===== config.mk =====
export PLATFORM = sky130hd
export DESIGN_NAME = sync_length_crc_frame_receiver
export DESIGN_NICKNAME = d
export VERILOG_FILES = /design/src/design/slcfr_pkg.sv /design/src/design/sync_length_crc_frame_receiver.sv /design/src/design/slcfr_cfg.sv /design/src/design/slcfr_parse.sv /design/src/design/slcfr_outreg.sv
export SDC_FILE = /design/constraint.sdc
export NUM_CORES = 1
export LEC_CHECK = 0
export ABC_AREA = 1
export ABC_CLOCK_PERIOD_IN_PS = 8900
export BUFFER_PORTS_ARGS = -buffer_cell sky130_fd_sc_hd__buf_2
export CAP_MARGIN = 20
export CORE_MARGIN = 1
export CORE_UTILIZATION = 65
export DETAILED_ROUTE_END_ITERATION = 10
export GPL_TIMING_DRIVEN = 0
export HOLD_SLACK_MARGIN = 0.05
export PLACE_DENSITY = 0.85
export SKIP_CTS_REPAIR_TIMING = 1
export SLEW_MARGIN = 15
export SYNTH_ARGS = -nofsm -noshare
export SYNTH_HDL_FRONTEND = slang
export SYNTH_HIERARCHICAL = 1
export SYNTH_SLANG_ARGS = --single-unit

===== constraint.sdc =====
create_clock -name i_clk -period 8.9 [get_ports i_clk]
set_input_delay 0.445 -clock i_clk [delete_from_list [all_inputs] [get_ports i_clk]]
set_output_delay 0.445 -clock i_clk [all_outputs]
set_load 0.02 [all_outputs]

===== src/design/slcfr_pkg.sv =====
// Shared types, codes and the CRC-16/MODBUS byte update for the frame receiver.
package slcfr_pkg;

    localparam logic [15:0] CRC_INIT      = 16'hFFFF;
    localparam logic [15:0] CRC_POLY      = 16'hA001;
    localparam logic [15:0] SYNC_RESET    = 16'hAA55;
    localparam logic [15:0] MAX_LEN_RESET = 16'd256;
    localparam logic [15:0] MIN_LEN       = 16'd2;
    localparam logic [15:0] CRC_BYTES     = 16'd2;

    typedef enum logic [2:0] {
        PH_IDLE    = 3'd0,
        PH_SYNC0   = 3'd1,
        PH_SYNC1   = 3'd2,
        PH_LEN0    = 3'd3,
        PH_PAYLOAD = 3'd4
    } t_phase;

    typedef enum logic [1:0] {
        KIND_DATA   = 2'd0,
        KIND_GOOD   = 2'd1,
        KIND_BAD    = 2'd2,
        KIND_LENERR = 2'd3
    } t_kind;

    typedef enum logic {
        CFG_SYNC_PAT = 1'b0,
        CFG_MAX_LEN  = 1'b1
    } t_cfg_index;

    typedef struct packed {
        logic [15:0] sync_pat;
        logic [15:0] max_len;
        logic [15:0] seed_lo;
    } t_cfg;

    typedef struct packed {
        t_kind       kind;
        logic [7:0]  data_byte;
        logic [15:0] arg_length;
    } t_result;

    function automatic logic [15:0] crc_byte(input logic [15:0] crc, input logic [7:0] b);
        logic [15:0] c;
        c = crc ^ {8'h00, b};
        for (int i = 0; i < 8; i++) begin
            if (c[0]) begin
                c = (c >> 1) ^ CRC_POLY;
            end else begin
                c = c >> 1;
            end
        end
        return c;
    endfunction

endpackage


===== src/design/sync_length_crc_frame_receiver.sv =====
// Top level of the sync / length / CRC-16 frame receiver.
//
// Input channel: one received byte per transfer on i_rx_byte, with i_rx_valid
// and o_rx_stall. Output channel: zero or one result per byte on o_kind,
// o_data_byte and o_arg_length, with o_res_valid and i_res_stall. A payload
// byte comes out as kind 0; a frame end reports a good or bad CRC with the
// payload length; a length field out of range reports a length error.
// Configuration: i_cfg_we writes i_cfg_wdata to the sync word (index 0) or
// the maximum length field (index 1); write only while no frame is in flight.
// A byte transfers into the input register; its result then passes through the
// result register to the output. Throughput: one byte per cycle unless stalled;
// the byte-wide CRC update and the state machine sit in one stage.
// Reset (synchronous, active low) empties both registers, returns the parser
// to sync hunting and restores sync word 0xAA55 and maximum length 256.
// When the receiver stalls, the result is held; an empty input register still
// takes one byte, and o_rx_stall then stays high until the result moves.
module sync_length_crc_frame_receiver import slcfr_pkg::*; (
    input  logic        i_clk,
    input  logic        i_rst_n,
    input  logic        i_rx_valid,
    output logic        o_rx_stall,
    input  logic [7:0]  i_rx_byte,
    output logic        o_res_valid,
    input  logic        i_res_stall,
    output logic [1:0]  o_kind,
    output logic [7:0]  o_data_byte,
    output logic [15:0] o_arg_length,
    input  logic        i_cfg_we,
    input  logic        i_cfg_index,
    input  logic [15:0] i_cfg_wdata
);

    t_cfg    w_cfg;
    t_result w_res;
    logic    w_res_valid;
    logic    w_out_free;

    slcfr_cfg u_cfg (
        .i_clk       (i_clk),
        .i_rst_n     (i_rst_n),
        .i_cfg_we    (i_cfg_we),
        .i_cfg_index (t_cfg_index'(i_cfg_index)),
        .i_cfg_wdata (i_cfg_wdata),
        .o_cfg       (w_cfg)
    );

    slcfr_parse u_parse (
        .i_clk       (i_clk),
        .i_rst_n     (i_rst_n),
        .i_rx_valid  (i_rx_valid),
        .o_rx_stall  (o_rx_stall),
        .i_rx_byte   (i_rx_byte),
        .i_cfg       (w_cfg),
        .i_out_free  (w_out_free),
        .o_res_valid (w_res_valid),
        .o_res       (w_res)
    );

    slcfr_outreg u_outreg (
        .i_clk        (i_clk),
        .i_rst_n      (i_rst_n),
        .i_res_valid  (w_res_valid),
        .i_res        (w_res),
        .o_free       (w_out_free),
        .o_res_valid  (o_res_valid),
        .i_res_stall  (i_res_stall),
        .o_kind       (o_kind),
        .o_data_byte  (o_data_byte),
        .o_arg_length (o_arg_length)
    );

endmodule


===== src/design/slcfr_cfg.sv =====
// Configuration registers and the CRC seed of the low sync byte.
module slcfr_cfg import slcfr_pkg::*; (
    input  logic        i_clk,
    input  logic        i_rst_n,
    input  logic        i_cfg_we,
    input  t_cfg_index  i_cfg_index,
    input  logic [15:0] i_cfg_wdata,
    output t_cfg        o_cfg
);

    logic [15:0] r_sync_pat;
    logic [15:0] r_max_len;
    logic [15:0] r_seed_lo;

    always_ff @(posedge i_clk) begin
        if (!i_rst_n) begin
            r_sync_pat <= SYNC_RESET;
            r_max_len  <= MAX_LEN_RESET;
            r_seed_lo  <= crc_byte(CRC_INIT, SYNC_RESET[7:0]);
        end else if (i_cfg_we) begin
            unique case (i_cfg_index)
                CFG_SYNC_PAT: begin
                    r_sync_pat <= i_cfg_wdata;
                    r_seed_lo  <= crc_byte(CRC_INIT, i_cfg_wdata[7:0]);
                end
                CFG_MAX_LEN: begin
                    r_max_len <= i_cfg_wdata;
                end
                default: begin
                    r_max_len <= r_max_len;
                end
            endcase
        end
    end

    assign o_cfg.sync_pat = r_sync_pat;
    assign o_cfg.max_len  = r_max_len;
    assign o_cfg.seed_lo  = r_seed_lo;

endmodule


===== src/design/slcfr_parse.sv =====
// Input register and the frame state machine with the running CRC.
module slcfr_parse import slcfr_pkg::*; (
    input  logic       i_clk,
    input  logic       i_rst_n,
    input  logic       i_rx_valid,
    output logic       o_rx_stall,
    input  logic [7:0] i_rx_byte,
    input  t_cfg       i_cfg,
    input  logic       i_out_free,
    output logic       o_res_valid,
    output t_result    o_res
);

    logic        r_in_valid;
    logic [7:0]  r_in_byte;
    t_phase      r_phase;
    t_phase      n_phase;
    logic [15:0] r_crc;
    logic [15:0] n_crc;
    logic [7:0]  r_len_lo;
    logic [7:0]  n_len_lo;
    logic [15:0] r_body;
    logic [15:0] n_body;
    logic [15:0] r_count;
    logic [15:0] n_count;
    logic [7:0]  r_crc_lo;
    logic [7:0]  n_crc_lo;
    logic        w_go;
    logic        w_accept;
    logic [15:0] w_len;
    logic [15:0] w_crc_upd;

    assign w_go       = r_in_valid && i_out_free;
    assign o_rx_stall = r_in_valid && !w_go;
    assign w_accept   = i_rx_valid && !o_rx_stall;
    assign w_len      = {r_in_byte, r_len_lo};
    assign w_crc_upd  = crc_byte(r_crc, r_in_byte);

    always_ff @(posedge i_clk) begin
        if (!i_rst_n) begin
            r_in_valid <= 1'b0;
        end else if (w_accept) begin
            r_in_valid <= 1'b1;
        end else if (w_go) begin
            r_in_valid <= 1'b0;
        end
    end

    always_ff @(posedge i_clk) begin
        if (w_accept) begin
            r_in_byte <= i_rx_byte;
        end
    end

    always_ff @(posedge i_clk) begin
        if (!i_rst_n) begin
            r_phase  <= PH_IDLE;
            r_crc    <= CRC_INIT;
            r_len_lo <= '0;
            r_body   <= '0;
            r_count  <= '0;
            r_crc_lo <= '0;
        end else begin
            r_phase  <= n_phase;
            r_crc    <= n_crc;
            r_len_lo <= n_len_lo;
            r_body   <= n_body;
            r_count  <= n_count;
            r_crc_lo <= n_crc_lo;
        end
    end

    always_comb begin
        n_phase     = r_phase;
        n_crc       = r_crc;
        n_len_lo    = r_len_lo;
        n_body      = r_body;
        n_count     = r_count;
        n_crc_lo    = r_crc_lo;
        o_res_valid = 1'b0;
        o_res       = '0;
        if (w_go) begin
            unique case (r_phase)
                PH_IDLE: begin
                    if (r_in_byte == i_cfg.sync_pat[7:0]) begin
                        n_phase = PH_SYNC0;
                    end
                end
                PH_SYNC0: begin
                    if (r_in_byte == i_cfg.sync_pat[15:8]) begin
                        n_crc   = crc_byte(i_cfg.seed_lo, r_in_byte);
                        n_phase = PH_SYNC1;
                    end else begin
                        n_phase = PH_IDLE;
                    end
                end
                PH_SYNC1: begin
                    n_len_lo = r_in_byte;
                    n_crc    = w_crc_upd;
                    n_phase  = PH_LEN0;
                end
                PH_LEN0: begin
                    if (w_len > i_cfg.max_len || w_len < MIN_LEN) begin
                        n_phase     = PH_IDLE;
                        o_res_valid = 1'b1;
                        o_res.kind  = KIND_LENERR;
                    end else begin
                        n_count = '0;
                        n_crc   = w_crc_upd;
                        n_body  = w_len - CRC_BYTES;
                        n_phase = PH_PAYLOAD;
                    end
                end
                PH_PAYLOAD: begin
                    n_count = r_count + 16'd1;
                    priority if (r_count < r_body) begin
                        n_crc           = w_crc_upd;
                        o_res_valid     = 1'b1;
                        o_res.kind      = KIND_DATA;
                        o_res.data_byte = r_in_byte;
                    end else if (r_count == r_body) begin
                        n_crc_lo = r_in_byte;
                    end else begin
                        n_phase          = PH_IDLE;
                        o_res_valid      = 1'b1;
                        o_res.kind       = ({r_in_byte, r_crc_lo} == r_crc) ? KIND_GOOD
                                                                            : KIND_BAD;
                        o_res.arg_length = r_body;
                    end
                end
                default: begin
                    n_phase = PH_IDLE;
                end
            endcase
        end
    end

endmodule


===== src/design/slcfr_outreg.sv =====
// Result register that holds a transfer while the receiver stalls.
module slcfr_outreg import slcfr_pkg::*; (
    input  logic        i_clk,
    input  logic        i_rst_n,
    input  logic        i_res_valid,
    input  t_result     i_res,
    output logic        o_free,
    output logic        o_res_valid,
    input  logic        i_res_stall,
    output logic [1:0]  o_kind,
    output logic [7:0]  o_data_byte,
    output logic [15:0] o_arg_length
);

    logic    r_valid;
    t_result r_res;
    logic    w_load;

    assign o_free = !r_valid || !i_res_stall;
    assign w_load = i_res_valid && o_free;

    always_ff @(posedge i_clk) begin
        if (!i_rst_n) begin
            r_valid <= 1'b0;
        end else if (o_free) begin
            r_valid <= i_res_valid;
        end
    end

    always_ff @(posedge i_clk) begin
        if (w_load) begin
            r_res <= i_res;
        end
    end

    assign o_res_valid  = r_valid;
    assign o_kind       = r_res.kind;
    assign o_data_byte  = r_res.data_byte;
    assign o_arg_length = r_res.arg_length;

endmodule


## After elaboration in Yosys (flattened, before gate mapping)

Cells that the tools add are included.

| operators by class | value |
|---|---|
| $add $sub $neg | 2 |
| multipliers | 0 |
| divide/modulo/power cells | 0 |
| magnitude comparators | 3 |
| equality and inequality tests | 14 |
| shifts and indexed selects | 0 |
| muxes and demuxes | 90 |
| bitwise logic cells | 32 |
| reductions and logical operators | 24 |

Operators by type and width:

| cell | count |
|---|---|
| $mux W16 | 70 |
| $not A2 Y3 | 24 |
| $pmux W16 S4 | 1 |
| $eq A16 B16 Y1 | 2 |
| $pmux W16 S2 | 1 |
| $xor A16 B8 Y16 | 2 |
| $add A16 B1 Y16 const B | 1 |
| $eq A8 B8 Y1 | 2 |
| $gt A16 B16 Y1 | 1 |
| $lt A16 B16 Y1 | 1 |
| $lt A16 B2 Y1 const B | 1 |
| $not A8 Y16 | 1 |
| $sub A16 B2 Y16 const B | 1 |
| $pmux W3 S5 | 1 |
| $mux W3 | 4 |
| $mux W2 | 5 |
| $reduce_and A3 Y1 | 3 |
| $reduce_and A4 Y1 | 2 |
| $eq A3 B2 Y1 const B | 2 |
| $mux W1 | 6 |
| $ne A2 B1 Y1 const B | 3 |
| $ne A2 B2 Y1 const B | 3 |
| $reduce_and A2 Y1 | 3 |
| $not A1 Y1 | 5 |
| other kinds (12) | 20 |

| storage, ports and cells | value |
|---|---|
| bits in registers | 151 |
| bits in latches | 0 |
| memory bits (writable) | 0 |
| memory bits (read-only) | 0 |
| input port bits | 30 |
| memories | 0 |

## Depth between registers and ports, before layout

Gate-level depths: netlist (run 1).

| depth | value |
|---|---|
| depth in word-level cells | 40 |
| gate-level depth with buffers | 17 |

## Modules after synthesis

The synthesis (run 1) kept the hierarchy.

Modules (own cells, without submodules):

| module | times used | cells an instance | area an instance (um2) | seq. area each (um2) |
|---|---|---|---|---|
| slcfr_parse | 1 | 892 | 5,906.9 | 1,601.5 |
| slcfr_cfg | 1 | 215 | 1,655.3 | 840.8 |
| slcfr_outreg | 1 | 32 | 828.3 | 800.8 |

## Worst setup path after synthesis (run 1)

No wires, ideal clock.

| timing path | value |
|---|---|
| path kind | register -> register |
| start | register u_parse.r_in_byte[7] |
| end | register u_outreg.r_res (netlist bit u_outreg/o_arg_length[0]), enable pin |
| data arrival time | 3.122 ns |
| path slack | 5.360 ns |
| stages on the path, launching flop included | 15 |
| clock period less this slack | 3.540 ns |
| cell sequence | edfxtp_1 > ha_1 > nand2_1 > inv_1 > nand3_1 > nor3_1 > nand2_1 > nand2_1 > nand2_1 > nand2_4 > nand2_8 > buf_2 > a21oi_1 > inv_1 > a21oi_1 |

| between the ends | value |
|---|---|
| longest elaborated chain between the ends | 6 |
| elaborated cells between the ends (all ways) | 7 |
| those cells by class | order compare (2); mux (3); reduce/logical (2) |

RTL lines:

| what | RTL line | source |
|---|---|---|
| start: declaration | slcfr_parse.sv:15 | `logic [7:0] r_in_byte;` |
| start signal: assignment | slcfr_parse.sv:51 | `r_in_byte <= i_rx_byte;` |
| $gt A16 B16 Y1 or $lt A16 B2 Y1 (tied branches) | slcfr_parse.sv:103 | `if (w_len > i_cfg.max_len \|\| w_len < MIN_LEN) begin` |
| $logic_or A1 B1 Y1 * | slcfr_parse.sv:103 |  |
| $mux W1 * | slcfr_parse.sv:103 |  |
| $pmux W1 S2 * | slcfr_parse.sv:83 | `unique case (r_phase)` |
| $mux W1 * | slcfr_parse.sv:82 | `if (w_go) begin` |
| via w_res_valid | sync_length_crc_frame_receiver.sv:35 | `logic w_res_valid;` |
| $logic_and A1 B1 Y1 * | slcfr_outreg.sv:20 | `assign w_load = i_res_valid && o_free;` |
| via u_outreg.w_load | slcfr_outreg.sv:17 | `logic w_load;` |
| end signal: assignment | slcfr_outreg.sv:32 | `r_res <= i_res;` |
| end: declaration | slcfr_outreg.sv:16 | `t_result r_res;` |

Mark *: on every way through the listed nets, which the timed path passes. The rest lies on a longest branch.
A chain may end at the register's enable or synchronous reset.

## Worst setup path in the final report (run 1)

| timing path | value |
|---|---|
| start | register u_parse.r_in_byte[7] |
| end | register u_outreg.r_res (netlist bit u_outreg/o_kind[0]), enable pin |

Same word-level chain as after synthesis.

==> flow_summary.yaml, run 1 <==
run_status:
  status: "completed"
finish:
  fin_nets: 1283
  layout-drive-gt1-share_pct: 15.02
  design_area_um2: 9499
  area_growth_pct: 13.21
  seq_area_um2: 3243
  antenna_cells: 0
  fill_cells: 984
  post-route-util_pct: 75.27
  final_cells: 1404
  multiInputGateArea_um2: 4473
synth:
  synth_area_um2: 8391
  yosys_warnings: 6
  synth_edf_count: 34
  synth_top_area_share_pct: 26.48
  syn_inst: 1139
  syn_area_per_cell_um2: 7.367
  synth_area_leader_cell: "dfxtp_1"
  synthArstFlopShare_pct: 0
  synth-seq-cells: 145
  ys_types: 48
  synthTopCellsByArea: "dfxtp_1 26%, nand2_1 13%, edfxtp_1 12%"
  synth_ff_type: "dfxtp_1"
  yosysSeqAreaShare_pct: 38.65
grt:
  grt_max_degree: 27
  grt_pass1_wl_um: 35110
  grt.total_usage_pct: 34.74
  grt_pass1_vias: 7212
  overflow: 0
  antenna_found_initial: 0
floorplan:
  die_h_um: 115.6
  boundaryPins: 58
  die_area_um2: 13370
  design.core.area_um2: 12620
  initial_utilization_pct: 66.49
  num_rows: 41
  die_w_um: 115.6
clock_tree:
  h-tree-depth: 4
  root_buffer: "clkbuf_16"
  clock_path_buffers: 2
  cts_tree: "built"
  clk_latency_ns: 0.43
  cts_num_sinks: 145
  numCtsBuffers: 17
  cts.reportedPaths.clkPinSlew_ns: 0.06
sta:
  fin_ws_ns: 5.497
  setup_violations: 0
  finalHoldViolations: 0
  fin_hold_ws_ns: 0.1882
  rsz0062_at_grt: "false"
  fmax_mhz: 293.8
  min_period_ns: 3.403
  finalSetupTns_ns: 0
  finClkSkew_ns: 0.006340
  max_slew_margin_pct: 46.45
  drv_slew: 0
  finalCritPeriodShare_pct: 38.24
  tightest_slew_ns: 0.8033
setup_path:
  start_kind: "flop"
  cp.required_ns: 8.96
  crit_buf_inv: 3
  max_stage_delay_ns: 0.63
  path_cells: "ha_1 -> nand2_1 -> inv_1 -> nand3_1 -> nor3_1 -> nand2_1 -> nand2_1 -> nand2_1 -> nand2_4 -> nand2_8 -> buf_2 -> a21oi_1 -> inv_1 -> a21oi_4"
  end_kind: "flop"
  crit_fanout: 26
  cp_top_family: "simple AND/OR/NAND/NOR gates"
  cp_data_arrival_time_ns: 3.46
  crit_path_frequent_cell: "nand2_1"
  cp_slowest_cell: "a21oi_4"
  path_class: "flop to flop"
route:
  postRouteAntennaNets: 0
  drt-vias-per-instance: 5.589
  drc: 0
  drt_pass1_iterations: 6
  wire_per_inst_um: 15.56
  num_vias: 7847
  wl_um: 21850
  drt_iter0_drc: 849
flow_run:
  cap_violations: 0
place:
  place_inst: 1372
  dp_hpwl_um: 15690
  portBuffers: 57
  pre_cts_ws_ns: 5.615
  placed_cell_area_um2: 8917
  place.gp.congestion: 0.9295
hold_path:
  hold_path_class: "input port to flop"
power_and_ir_drop:
  peakVddDrop_uv: 153.7
  total_power_mw: 1.582
  power_leakage_nw: 4.370
  power.density_nw_per_um2: 166.5
[cells in the final DEF (no fill, tap or decap), types with 3 or more instances in the layout]
cell type,instances
o211ai_1,7
conb_1,5
nor3_2,3
or2_2,3
nor4_1,4
nand4_1,6
buf_2,71
xor2_1,30
nand2_2,15
o21ai_0,63
dfxtp_1,111
nand2_4,3
clkbuf_1,18
a21oi_1,65
nor3_1,30
nor2_1,111
ha_1,34
buf_4,10
o21ai_1,9
nand2_1,301
a21oi_2,14
inv_2,15
clkinv_4,4
xnor2_1,35
clkbuf_16,17
edfxtp_1,34
nand3_1,77
inv_1,94
buf_6,4
[state kept, by name, indices dropped and copies added, names as in the netlist, 3 cells and up]
| name | cells |
|---|---|
| u_parse/r_len_lo | 8 |
| u_parse/r_crc_lo | 8 |
| u_outreg/o_data_byte | 8 |
| u_parse/r_in_byte | 8 |
| u_cfg/r_seed_lo | 10 |
| u_parse/r_count | 16 |
| u_outreg/o_arg_length | 16 |
| u_parse/r_body | 16 |
| u_cfg/r_sync_pat | 16 |
| u_cfg/r_max_len | 16 |
| u_parse/r_phase | 3 |
| u_parse/r_crc | 16 |
[cell families after synthesis]
group | Yosys count | synth area share, %
AOI/OAI and AO/OA | 164 | 10.86
adders and majority gates | 34 | 5.070
buffers and inverters | 158 | 8.351
xor gates and xnor gates | 65 | 6.785
other | 1 | 0.04469
DFF | 145 | 38.65
and+or+nand+nor | 572 | 30.24
[synth_stat cells, drive strengths merged (2+ instances only)]
cell type and number:
dfxtp 111, nand3 78, nand3b 2, nor2 116, nor3 34, ha 34, buf 31, o21ai 72
nor4 4, nand2 321, a21oi 81, o211ai 7, xor2 30, a31oi 2, edfxtp 34, clkbuf 17
or2 5, nand4 9, inv 110, xnor2 35, nor3b 2
[final timing paths]
check                            start              endpoint  slack [ns]  cells after the start
hold / removal            i_rx_byte[5]  u_parse/r_in_byte[5]        0.19                      1
setup / recovery  u_parse/r_in_byte[7]    u_outreg/o_kind[0]        5.50                     14
setup reg to reg  u_parse/r_in_byte[7]    u_outreg/o_kind[0]        5.50                     14
hold reg to reg    u_cfg/r_sync_pat[9]   u_cfg/r_sync_pat[9]        0.48                      2
[per-layer routing]
layer	part of all wire, %	GRT usage (%)
met5	0	0
met4	3.8	18.72
met3	7.5	8.159
met2	48	58.68
met1	41	41.02
[worst register-to-register path, stage by stage, from the launching register on]
cell and delay, ns:
edfxtp_1 0.39, ha_1 0.31, nand2_1 0.07, inv_1 0.06, nand3_1 0.08, nor3_1 0.27
nand2_1 0.11, nand2_1 0.08, nand2_1 0.15, nand2_4 0.15, nand2_8 0.10, buf_2 0.21
a21oi_1 0.28, inv_1 0.14, a21oi_4 0.63
[report_power, final]
group	internal, mW	leakage, nW	switching (mW)
combinational	0.0618	2.82	0.116
clock	0.421	0.281	0.284
sequential	0.687	1.27	0.0116
[final cells by class]
class	count	area share (%)
multi-input cells	840	47.09
flip-flops and latches	145	34.14
clock buffers	20	4.702
inverters	110	4.373
repair buffers	57	3.003
plain buffers	48	3.003
well taps	172	2.266
clock inverters	12	1.423
Power figures use the tool's default switching activity.
==> run 2: changes to the inputs <==
--- a/config.mk
+++ b/config.mk
@@ -5,16 +5,16 @@
 export SDC_FILE = /design/constraint.sdc
 export NUM_CORES = 1
 export LEC_CHECK = 0
-export ABC_AREA = 1
-export ABC_CLOCK_PERIOD_IN_PS = 8900
+export ABC_AREA = 0
+export ABC_CLOCK_PERIOD_IN_PS = 3500
 export BUFFER_PORTS_ARGS = -buffer_cell sky130_fd_sc_hd__buf_2
 export CAP_MARGIN = 20
 export CORE_MARGIN = 1
-export CORE_UTILIZATION = 65
+export CORE_UTILIZATION = 61
 export DETAILED_ROUTE_END_ITERATION = 10
 export GPL_TIMING_DRIVEN = 0
 export HOLD_SLACK_MARGIN = 0.05
-export PLACE_DENSITY = 0.85
+export PLACE_DENSITY = 0.81
 export SKIP_CTS_REPAIR_TIMING = 1
 export SLEW_MARGIN = 15
 export SYNTH_ARGS = -nofsm -noshare
==> constraint.sdc (replaced) <==
create_clock -name i_clk -period 3.5 [get_ports i_clk]
set_input_delay 0.175 -clock i_clk [delete_from_list [all_inputs] [get_ports i_clk]]
set_output_delay 0.175 -clock i_clk [all_outputs]
set_load 0.02 [all_outputs]
==> run 2 against run 1 <==
  * Fmax rose by 4.4%
  * Area after synthesis fell by 3.7%
  * Clock skew rose by 0.0051 ns
  * Total power rose to 2.6 times the previous value
  * Combinational power rose to 3.4 times the previous value
  * Sequential share of layout area rose by 0.54 points
  * Final cell count fell by 18%
  * Critical path depth fell by 4
  * Non-clock buffer count rose by 29
  * Critical path type unchanged
  * Largest cell class unchanged
  * Largest power group is now sequential cells
==> flow_summary.yaml, run 2 <==
run_status:
  status: "completed"
flow_run:
  cap_violations: 0
sta:
  fmax_mhz: 306.8
  max_slew_margin_pct: 37.28
  finClkSkew_ns: 0.01146
  fin_ws_ns: 0.2410
  drv_slew: 0
  finalHoldViolations: 0
  setup_violations: 0
  finalCritPeriodShare_pct: 93.11
  rsz0062_at_grt: "false"
  tightest_slew_ns: 0.9329
  min_period_ns: 3.259
synth:
  synthTopCellsByArea: "dfxtp_1 27%, edfxtp_1 13%, xnor2_1 5.7%"
  synth_edf_count: 34
  synthArstFlopShare_pct: 0
  ys_types: 62
  yosys_warnings: 6
  yosysMostFrequentCell: "dfxtp_1"
  synthTopCellsByCount: "111 x dfxtp_1, 104 x nand2_1, 53 x xnor2_1, 49 x nor2_1"
  synth_area_leader_cell: "dfxtp_1"
  syn_inst: 875
  synth_ff_type: "dfxtp_1"
  syn_area_per_cell_um2: 9.236
  yosysSeqAreaShare_pct: 40.13
  synth_top_area_share_pct: 27.50
  synth_area_um2: 8082
  synth-seq-cells: 145
power_and_ir_drop:
  p_seq_share_pct: 43.3
  peakVddDrop_uv: 325.4
  power.density_nw_per_um2: 439.3
  netSwitchingPower_mw: 1.043
  power_leakage_nw: 3.409
  comb_power_share_pct: 14.9
  clockPowerShare_pct: 41.8
  switching_share_pct: 25.38
  p_int_mw: 3.065
place:
  pre_cts_ws_ns: -0.4393
  portBuffers: 56
  placed_cell_area_um2: 8597
  place_inst: 1107
  dp_hpwl_um: 15120
  place.gp.congestion: 0.8428
setup_path:
  start_kind: "flop"
  r2r-end: "u_outreg/o_data_byte[7]"
  end_kind: "flop"
  crit_path_start: "u_parse/r_count[1]"
  cp_data_arrival_time_ns: 3.39
  r2r_start: "u_parse/r_count[1]"
  critPathCapture: "u_outreg/o_data_byte[7]"
  rr_worst_depth: 10
  rrSetupSlack_ns: 0.24
  crit_fanout: 19
  cp.required_ns: 3.63
  path_class: "flop to flop"
grt:
  grt_pass1_wl_um: 32800
  grt.total_usage_pct: 32.00
  grt_max_degree: 27
  grt_pass1_vias: 6593
  overflow: 0
  antenna_found_initial: 0
floorplan:
  initial_utilization_pct: 63.27
  die_w_um: 117.1
  boundaryPins: 58
  num_rows: 41
  design.core.area_um2: 12770
  die_h_um: 117.1
  die_area_um2: 13710
route:
  drt_pass1_iterations: 7
  drc: 0
  wire_per_inst_um: 18.31
  drt_iter0_drc: 568
  num_vias: 6966
  wl_um: 21160
  drt-vias-per-instance: 6.026
  postRouteAntennaNets: 0
clock_tree:
  h-tree-depth: 4
  root_buffer: "clkbuf_16"
  numCtsBuffers: 17
  cts.reportedPaths.clkPinSlew_ns: 0.06
  cts_tree: "built"
  cts_num_sinks: 145
  clock_path_buffers: 2
  clk_latency_ns: 0.43
hold_path:
  hold_path_class: "input port to flop"
finish:
  layout-drive-gt1-share_pct: 12.20
  multiInputGateArea_um2: 4429
  design_area_um2: 9350
  fill_cells: 908
  most-common-layout-cells: "111 x dfxtp_1, 104 x nand2_1, 62 x buf_2"
  area_growth_pct: 15.70
  seq_area_um2: 3243
  final_cells: 1156
  fin_nets: 1035
  post-route-util_pct: 73.20
  final_common_cell: "dfxtp_1"
  antenna_cells: 0
[run 2: logic make-up (layout without fill, tap and decap cells)]
kind of cell | after synthesis | after routing | synth area share (%)
fa+ha+maj | 34 | 34 | 5.264
xor+xnor | 101 | 101 | 12.91
compound gates | 183 | 183 | 15.71
mux | 23 | 23 | 2.911
flops | 145 | 145 | 40.13
simple gates | 287 | 287 | 17.57
buf+inv | 101 | 206 | 5.450
other cells | 1 | 5 | 0.04640
[run 2: final cells by class]
type | instances | area share, %
tap | 172 | 2.302
multi-input combinational | 633 | 47.37
clock inverter | 8 | 0.8297
sequential | 145 | 34.68
inverter | 40 | 1.606
clock buffer | 24 | 5.165
buffer | 60 | 3.064
timing repair buffer | 74 | 4.978
[run 2: power by group through the flow]
stage / Combinational, mW / Clock (mW) / Sequential, mW
after floorplan: 0.443 / 0 / 1.80
after global placement: 0.564 / 0 / 1.81
after global routing: 0.653 / 1.80 / 1.78
after CTS: 0.585 / 1.73 / 1.78
after detailed placement: 0.579 / 0 / 1.81
final: 0.612 / 1.72 / 1.78
[run 2: worst max-delay path, stage by stage (launching register included)]
cell and delay (ns):
dfxtp_1 0.52, ha_1 0.33, nand2b_1 0.09, a21oi_1 0.06, o31a_1 0.25, o31ai_2 0.38
and2_1 0.43, o21ai_0 0.16, a21oi_1 0.22, and2_2 0.32, buf_8 0.21
[run 2: how the worst min path moves through the flow]
stage | start | end | slack (ns) | depth (start not counted)
CTS | i_rx_byte[2] | u_parse/r_in_byte[2] | -0.09 | 1
global route | i_res_stall | u_outreg/o_res_valid | 0.08 | 3
global placement | i_rx_byte[3] | u_parse/r_in_byte[3] | 0.35 | 1
finish | i_cfg_wdata[5] | u_cfg/r_sync_pat[5] | 0.06 | 3
detailed placement | i_rx_byte[2] | u_parse/r_in_byte[2] | 0.35 | 1
floorplan | i_rst_n | u_parse/r_crc[12] | 0.25 | 1
[run 2: per-stage QoR]
stage / setup TNS (ns) / power (mW) / hold WS, ns
detailed placement: -11.40 / 2.392 / 0.3535
CTS: -12.16 / 4.092 / -0.09234
finish: 0 / 4.108 / 0.06328
global route: 0 / 4.239 / 0.07906
global placement: -10.87 / 2.376 / 0.3518
floorplan: 0 / 2.245 / 0.2534
[run 2: routing by layer]
metal	vias to the layer above	share of wire, %	GRT usage [%]
met5	-	0	0
met4	0	4.0	18.48
met3	67	6.8	5.561
met2	331	48	54.08
met1	3244	41	38.57
li1	3324	-	-
==> run 3: changes to the inputs <==
--- a/config.mk
+++ b/config.mk
@@ -5,16 +5,14 @@
 export SDC_FILE = /design/constraint.sdc
 export NUM_CORES = 1
 export LEC_CHECK = 0
-export ABC_AREA = 0
 export ABC_CLOCK_PERIOD_IN_PS = 3500
 export BUFFER_PORTS_ARGS = -buffer_cell sky130_fd_sc_hd__buf_2
 export CAP_MARGIN = 20
 export CORE_MARGIN = 1
-export CORE_UTILIZATION = 61
+export CORE_UTILIZATION = 45
 export DETAILED_ROUTE_END_ITERATION = 10
 export GPL_TIMING_DRIVEN = 0
 export HOLD_SLACK_MARGIN = 0.05
-export PLACE_DENSITY = 0.81
 export SKIP_CTS_REPAIR_TIMING = 1
 export SLEW_MARGIN = 15
 export SYNTH_ARGS = -nofsm -noshare
==> run 3 against run 2 <==
  * Sequential share of layout area is 0.71 points lower
  * Setup slack better by 0.027 ns
  * Register-to-register slack better by 0.03 ns
  * Largest cell class unchanged
==> flow_summary.yaml, run 3 (synthesis gave the netlist of run 2 again) <==
run_status:
  status: "completed"
finish:
  fin_nets: 1037
  layout-drive-gt1-share_pct: 12.88
  final_common_cell: "dfxtp_1"
  area_growth_pct: 18.13
  seq_area_um2: 3243
  most-common-layout-cells: "111 x dfxtp_1, 104 x nand2_1, 62 x buf_2"
  post-route-util_pct: 54.81
  fill_cells: 1637
  final_cells: 1211
  multiInputGateArea_um2: 4441
  design_area_um2: 9547
  antenna_cells: 0
sta:
  fin_hold_ws_ns: 0.05779
  finalHoldViolations: 0
  finClkSkew_ns: 0.02847
  max_slew_margin_pct: 39.03
  drv_slew: 0
  finalSetupTns_ns: 0
  min_period_ns: 3.232
  finalCritPeriodShare_pct: 92.34
  setup_violations: 0
  fin_ws_ns: 0.2680
  fmax_mhz: 309.4
  rsz0062_at_grt: "false"
  tightest_slew_ns: 0.9146
place:
  portBuffers: 56
  placed_cell_area_um2: 8686
  place_inst: 1162
  pre_cts_ws_ns: -0.2913
  dp_hpwl_um: 15950
  place.gp.congestion: 0.8063
setup_path:
  r2r-end: "u_outreg/o_arg_length[1]"
  crit_fanout: 19
  rrSetupSlack_ns: 0.27
  path_class: "flop to flop"
  rr_worst_depth: 10
  r2r_start: "u_parse/r_count[1]"
  cp_data_arrival_time_ns: 3.37
  end_kind: "flop"
  cp.required_ns: 3.64
  crit_path_start: "u_parse/r_count[1]"
  start_kind: "flop"
hold_path:
  hold_path_class: "input port to flop"
  min-delay-start: "i_cfg_wdata[2]"
  min_path_cells: 3
  hold_end: "u_cfg/r_sync_pat[2]"
clock_tree:
  clk_latency_ns: 0.44
  cts_num_sinks: 145
  clock_path_buffers: 2
  h-tree-depth: 4
  numCtsBuffers: 17
  root_buffer: "clkbuf_16"
  cts_tree: "built"
  cts.reportedPaths.clkPinSlew_ns: 0.06
floorplan:
  boundaryPins: 58
  num_rows: 48
  die_w_um: 136.0
  die_area_um2: 18500
  initial_utilization_pct: 46.40
  die_h_um: 136.0
  design.core.area_um2: 17420
grt:
  grt_pass1_vias: 6467
  grt_max_degree: 20
  overflow: 0
  grt_pass1_wl_um: 34510
  antenna_found_initial: 0
  grt.total_usage_pct: 24.70
route:
  num_vias: 6686
  drt-vias-per-instance: 5.521
  drt_pass1_iterations: 5
  wire_per_inst_um: 17.86
  drc: 0
  wl_um: 21620
  postRouteAntennaNets: 0
  drt_iter0_drc: 422
flow_run:
  cap_violations: 0
power_and_ir_drop:
  total_power_mw: 4.438
  peakVddDrop_uv: 326.7
  power.density_nw_per_um2: 464.9
  power_leakage_nw: 3.468
-- run 3: final cells by class --
| type | count | share of cell area [%] |
|---|---|---|
| multi-input cells | 633 | 46.51 |
| flip-flops and latches | 145 | 33.97 |
| repair buffers | 76 | 5.059 |
| clock buffers | 20 | 4.797 |
| plain buffers | 60 | 3.001 |
| well taps | 225 | 2.949 |
| clock inverters | 12 | 2.136 |
| inverters | 40 | 1.573 |
-- run 3: critical path, stage by stage (launching register included) --
cell	delay [ns]
dfxtp_1	0.54
ha_1	0.33
nand2b_1	0.08
a21oi_1	0.07
o31a_1	0.25
o31ai_2	0.40
and2_2	0.37
o21ai_0	0.13
a21oi_1	0.20
and2_2	0.35
buf_8	0.22
-- run 3: per-layer routing --
metal	GRT usage, %	vias up	share of wire, %
met2	40.89	171	48
met5	0	-	0
li1	-	3342	-
met4	8.148	0	1.6
met3	4.735	20	3.7
met1	32.14	3153	47
-- run 3: where the power goes --
part,switching (mW),internal (mW)
registers,0.0336,1.74
clock network,0.740,1.31
logic,0.326,0.282
total,1.10,3.34
-- run 3: how the worst max path moves through the flow --
| stage | cells after the start | end |
|---|---|---|
| 6_report | 10 | u_outreg/o_arg_length[1] |
| 5_1_grt | 10 | u_outreg/o_data_byte[0] |
| 4_1_cts | 11 | u_outreg/o_arg_length[6] |
| 3_5_place_dp | 11 | u_outreg/o_data_byte[0] |
| 3_3_place_gp | 10 | u_outreg/o_data_byte[2] |
| 2_1_floorplan | 11 | u_outreg/o_arg_length[0] |
